File: src/rtl/gtq_ram.sv
`timescale 1ns / 1ps
// ----------------------------------------------------------------------------
// gtq_ram
// Simple dual-port RAM: one write port, one read port, registered read data.
// ----------------------------------------------------------------------------
module gtq_ram #(
	parameter int WIDTH = 8,
	parameter int DEPTH = 16
) (
	input  logic                                   clk,
	input  logic                                   we,
	input  logic [((DEPTH > 1) ? $clog2(DEPTH) : 1)-1:0] waddr,
	input  logic [WIDTH-1:0]                       wdata,
	input  logic [((DEPTH > 1) ? $clog2(DEPTH) : 1)-1:0] raddr,
	output logic [WIDTH-1:0]                       rdata
);

	logic [WIDTH-1:0] mem [DEPTH];

	always_ff @(posedge clk) begin
		if (we) begin
			mem[waddr] <= wdata;
		end
		rdata <= mem[raddr];
	end

endmodule
File: config.mk
export PLATFORM = sky130hd
export DESIGN_NAME = gtq_ram
export DESIGN_NICKNAME = d
export VERILOG_FILES = /design/src/rtl/gtq_ram.sv
export SDC_FILE = /design/constraint.sdc
export NUM_CORES = 1
export LEC_CHECK = 0
export BUFFER_PORTS_ARGS = -buffer_cell sky130_fd_sc_hd__buf_2
export CAP_MARGIN = 20
export CORE_UTILIZATION = 60
export CTS_BUF_LIST = sky130_fd_sc_hd__clkbuf_16
export DETAILED_ROUTE_END_ITERATION = 10
export GPL_ROUTABILITY_DRIVEN = 0
export GPL_TIMING_DRIVEN = 0
export PLACE_DENSITY = 0.78
export SLEW_MARGIN = 10
export SYNTH_ARGS = -nofsm -noshare
export SYNTH_HDL_FRONTEND = slang
export SYNTH_SLANG_ARGS = --single-unit
File: constraint.sdc
create_clock -name clk -period 2 [get_ports clk]
set_clock_uncertainty 0.15 [all_clocks]
set_input_delay 0.2 -clock clk [delete_from_list [all_inputs] [get_ports clk]]
set_output_delay 0.2 -clock clk [all_outputs]
set_load 0.01 [all_outputs]
==> results.sh, run 1 <==
export IMPL_viasPerCell=6.43
export IMPL_layout_cells_non_filler=394
export IMPL_cts_tree="done"
export IMPL_dr_pass1_iters=5
export IMPL_post_dp_hpwl_microns=6170
export IMPL_grt_overflow_total=0
export IMPL_clock_root_buffer="clkbuf_16"
export IMPL_num_vias=2532
export IMPL_dieArea_sq_um=8950
export IMPL_place_inst=362
export IMPL_total_power_mw=6.45
export IMPL_synth_seq_cells=136
export IMPL_crit_path_frequent_cell="buf_2"
export IMPL_rsz0062_at_grt="false"
export IMPL_relSlewSlack=0.458
export IMPL_crit_type="in2reg"
export IMPL_slowest_stage="nor3_1"
export IMPL_cts_sinks=136
export IMPL_r2r_cells=3
export IMPL_critPathLaunch="waddr[2]"
export IMPL_grt_max_degree=17
export IMPL_clock_latency_ps=410
export IMPL_grt_use_total=0.258
export IMPL_post_route_drc_count=0
export IMPL_die_h_microns=94.6
export IMPL_wl_per_cell_microns=25.9
export IMPL_antenna_found_initial=0
export IMPL_drtAntennaViolNets=0
export IMPL_hold_worst_slack_ps=42.1
export IMPL_report_final_setup_viol=0
export IMPL_r2r_start="mem[9][5]"
export IMPL_vdd_drop_max_v=0.000586
export IMPL_rows=33
export IMPL_clkTransAtPathRegs_ps=60
export IMPL_drt_iter0_markers=244
export IMPL_cts_resized=0
export IMPL_grt_pass1_vias=2522
export IMPL_syn_cell_area_sq_um=5150
export IMPL_syn_to_final_growth_pct=16.3
export IMPL_fin_nets=294
export IMPL_num_antenna_cells=0
export IMPL_grt_pass1_wl_microns=15100
export IMPL_synth_nets=247
export IMPL_cts_max_level=4
export IMPL_die_w_microns=94.6
export IMPL_status="finished, final reports clean"
export IMPL_report_final_hold_viol_count=0
export IMPL_cts_buffer_depth=2
export IMPL_critical_path_endpoint_type="register"
export IMPL_cellPowerDensity_nw_per_um2=1080
export IMPL_final_max_slew_viol_count=0
export IMPL_power_leakage_nw=2.04
export IMPL_fillers=483
export IMPL_core_area_sq_um=8260
export IMPL_start_util=0.623
export IMPL_cts_made_buffers=17
export IMPL_port_buffer_count=24
export IMPL_syn_instance_count=229
export IMPL_postCtsHoldBufs=0
export IMPL_fmax_ghz=0.548
export IMPL_crit_arrival_ps=1780
export IMPL_path_cells="buf_2, or3b_2, nor3_1, buf_2"
export IMPL_holdPathStages=1
export IMPL_critical_path_max_stage_delay_ps=610
export IMPL_wirelength_microns=10200
export IMPL_pre_cts_slack_ps=-252
export IMPL_fin_crit_ps=1830
export IMPL_setup_ws_ps=175
export IMPL_avgSynthCellArea_sq_um=22.5
export IMPL_synth_seq_area_share=0.778
export IMPL_startpoint_type="input pin"
export IMPL_postCtsSetupBuffers=0
export IMPL_crit_fanout=5
export IMPL_hp_start="wdata[0]"
export IMPL_cp_required_ps=1950
export IMPL_layout_drive_gt1_share=0.294
export IMPL_yosys_warnings=0
export IMPL_period_share=0.913
export IMPL_drv_cap=0
export IMPL_worstHoldPathType="in2reg"
export IMPL_synth_cell_types=19
export IMPL_tightest_slew_ps=811
export IMPL_io_pins=26
## area by class of cell
cell class,instances,area [sq um],share of cell area
clock inverters,15,139,0.0232
flip-flops and latches,136,4000,0.669
multi-input cells,83,1060,0.177
repair buffers,28,143,0.0238
well taps,105,131,0.0219
plain buffers,10,86.3,0.0144
clock buffers,17,425,0.0711
## routing by layer
| layer | part of all wire | vias to the layer above | global-route usage | routed length [microns] |
|---|---|---|---|---|
| met5 | 0 | - | 0 | 0 |
| met4 | 0.031 | 0 | 0.131 | 321 |
| met3 | 0.091 | 25 | 0.0773 | 934 |
| met2 | 0.48 | 156 | 0.376 | 4880 |
| met1 | 0.40 | 1284 | 0.357 | 4090 |
| li1 | - | 1067 | - | - |
## cells by family after synthesis
family / count (synthesis) / synth area share
simple gates: 35 / 0.0318
flops: 136 / 0.778
compound gates: 16 / 0.0233
mux: 32 / 0.150
buf+inv: 10 / 0.0168
## sequential cells by signal, indices dropped and copies added (netlist names)
signal / count
mem: 128
rdata: 8
## layout by cell type, fill, tap and decap left out, drive strengths merged
cell type and count:
clkinvlp 3, inv 2, and2 1, clkinv 8, nand3 1, and2b 1, clkbuf 17, nand3b 2
edfxtp 128, dfxtp 8, or3b 1, clkdlybuf4s25 3, mux4 32, nand2 9, nor2 13, nand2b 2
buf 35, bufinv 2, nor3 4, nor2b 1, a22oi 16
## Yosys cell counts (all sizes together)
| cell type | n | area [sq um] |
|---|---|---|
| dfxtp | 8 | 160 |
| nor2b | 1 | 6.26 |
| nor2 | 13 | 48.8 |
| a22oi | 16 | 120 |
| buf | 7 | 56.3 |
| nand2b | 2 | 12.5 |
| and2 | 1 | 6.26 |
| nand3b | 2 | 15.0 |
| or3b | 1 | 8.76 |
| mux4 | 32 | 773 |
| nand3 | 1 | 5.00 |
| and2b | 1 | 7.51 |
| nor3 | 4 | 20.0 |
| edfxtp | 128 | 3840 |
| nand2 | 9 | 33.8 |
| clkdlybuf4s25 | 3 | 30.0 |
## metrics by stage
stage | area, sq um | utilization | setup TNS [ps]
floorplan | 5150 | - | 0
global placement | 5400 | 0.654 | -4250
detailed placement | 5420 | 0.657 | -1190
CTS | 5990 | 0.725 | 0
global route | 5990 | 0.725 | 0
finish | 5990 | 0.725 | 0
## final timing paths
path	end	slack (ps)
min	mem[3][0]	40
min reg2reg	rdata[0]	540
max	mem[0][2]	170
max reg2reg	rdata[5]	400
## where the power goes
part | total [mW] | switching [mW] | internal [mW]
Sequential | 3.21 | 0.0184 | 3.19
Combinational | 0.309 | 0.182 | 0.127
Clock | 2.93 | 1.12 | 1.81
Total | 6.45 | 1.32 | 5.13
## worst max-delay path: cells and delay by family
family,cells,cell delay (ps)
AND/OR/NAND/NOR,2,1140
buffers and inverters,2,420
No activity file was read; power rests on OpenSTA's default activity.
==> run 2: changes to the inputs <==
Settings changed: CAP_MARGIN 20 to 30.
Clock period 2 ns to 1.93 ns, I/O delays scaled along.
==> results.sh, run 2 (synthesized netlist as in run 1, its figures left out) <==
export IMPL_p_int_mw=5.31
export IMPL_vdd_drop_max_v=0.000608
export IMPL_top_register="mem"
export IMPL_cts_sinks=136
export IMPL_cts_buffer_depth=2
export IMPL_power_share_clock=0.455
export IMPL_combinationalPowerShare=0.048
export IMPL_layout_commonest_cell="edfxtp_1"
export IMPL_wl_per_cell_microns=25.9
export IMPL_wirelength_microns=10200
export IMPL_r2r_start="mem[9][5]"
export IMPL_crit_path_end="mem[0][2]"
export IMPL_cts_made_buffers=17
export IMPL_dr_pass1_iters=5
export IMPL_viasPerCell=6.43
export IMPL_relSlewSlack=0.458
export IMPL_period_share=0.942
export IMPL_power_leakage_nw=2.04
export IMPL_grt_use_total=0.258
export IMPL_dieArea_sq_um=8950
export IMPL_switching_power_mw=1.37
export IMPL_post_route_drc_count=0
export IMPL_fin_crit_ps=1820
export IMPL_io_pins=26
export IMPL_fmax_ghz=0.550
export IMPL_clkTransAtPathRegs_ps=60
export IMPL_crit_type="in2reg"
export IMPL_setup_ws_ps=112
export IMPL_critPathLaunch="waddr[2]"
export IMPL_regToRegEndpoint="rdata[5]"
export IMPL_layout_drive_gt1_share=0.294
export IMPL_final_cell_mix="edfxtp_1, buf_2, mux4_2"
export IMPL_grt_pass1_vias=2522
export IMPL_cp_required_ps=1880
export IMPL_crit_arrival_ps=1770
export IMPL_syn_to_final_growth_pct=16.3
export IMPL_antenna_found_initial=0
export IMPL_seqPwrFrac=0.497
export IMPL_postCtsSetupBuffers=0
export IMPL_drt_iter0_markers=244
export IMPL_status="finished, final reports clean"
export IMPL_report_final_setup_viol=0
export IMPL_hold_worst_slack_ps=35.1
export IMPL_cts_tree="done"
export IMPL_fin_nets=294
export IMPL_report_final_hold_viol_count=0
export IMPL_post_dp_hpwl_microns=6170
export IMPL_total_power_mw=6.68
export IMPL_startpoint_type="input pin"
export IMPL_drtAntennaViolNets=0
export IMPL_grt_max_degree=17
export IMPL_pre_cts_slack_ps=-315
export IMPL_path_cells="buf_2, or3b_2, nor3_1, buf_2"
export IMPL_clock_root_buffer="clkbuf_16"
export IMPL_postCtsHoldBufs=0
export IMPL_drv_cap=0
export IMPL_largest_reg_flops=128
export IMPL_grt_overflow_total=0
export IMPL_critical_path_max_stage_delay_ps=610
export IMPL_clock_latency_ps=410
export IMPL_cellPowerDensity_nw_per_um2=1120
export IMPL_r2r_slack_ps=330
export IMPL_grt_pass1_wl_microns=15100
export IMPL_p_sw_frac=0.205
export IMPL_rsz0062_at_grt="false"
export IMPL_cts_resized=0
export IMPL_port_buffer_count=24
export IMPL_critical_path_endpoint_type="register"
export IMPL_r2r_cells=3
export IMPL_cts_max_level=4
export IMPL_core_area_sq_um=8260
export IMPL_crit_path_frequent_cell="buf_2"
export IMPL_slowest_stage="nor3_1"
export IMPL_final_max_slew_viol_count=0
export IMPL_rows=33
export IMPL_crit_fanout=5
export IMPL_tightest_slew_ps=811
export IMPL_die_h_microns=94.6
export IMPL_die_w_microns=94.6
export IMPL_top_regs="mem (128), rdata (8)"
export IMPL_worstHoldPathType="in2reg"
export IMPL_start_util=0.623
export IMPL_num_antenna_cells=0
export IMPL_num_vias=2532
run 2: cell counts in the layout (fill, tap and decap cells not counted):
No cell type changed its count.
run 2: area by class of cell:
type                            instances  area [sq um]
Buffer                                 10          86.3
Sequential cell                       136          4000
Clock inverter                         15           139
Fill cell                             483          2270
Clock buffer                           17           425
Timing Repair Buffer                   28           143
Multi-Input combinational cell         83          1060
Tap cell                              105           131
run 2: routing by layer:
layer	track usage	wire length (microns)	share of wire
met5	0	0	0
met1	0.357	4090	0.40
met2	0.376	4880	0.48
met4	0.131	321	0.031
met3	0.0773	934	0.091
run 2: power by group through the flow:
stage	clock (mW)	sequential [mW]	combinational (mW)
2_1_floorplan	0	3.39	0.168
3_3_place_gp	0	3.37	0.305
3_5_place_dp	0	3.38	0.317
4_1_cts	3.06	3.32	0.321
5_1_grt	3.19	3.33	0.344
6_report	3.04	3.32	0.321
run 2: per-stage QoR:
step | cell area [sq um] | util | std cells | setup TNS (ps)
after floorplan | 5150 | - | 229 | 0
after global placement | 5400 | 0.654 | 358 | -7000
after detailed placement | 5420 | 0.657 | 362 | -3040
after CTS | 5990 | 0.725 | 394 | 0
after global routing | 5990 | 0.725 | 394 | 0
final | 5990 | 0.725 | 394 | 0
run 2: critical path, delay by kind of cell:
kind                   cells  cell delay (ps)
and+or+nand+nor            2             1140
buffers and inverters      2              420
run 2: worst min path at each step:
stage,start,end,cells past startpoint
after floorplan,wdata[0],mem[0][0],0
after global placement,wdata[0],mem[2][0],1
after detailed placement,rdata[0],rdata[0],1
after CTS,wdata[1],mem[1][1],1
after global routing,wdata[1],mem[11][1],1
final,wdata[0],mem[3][0],1
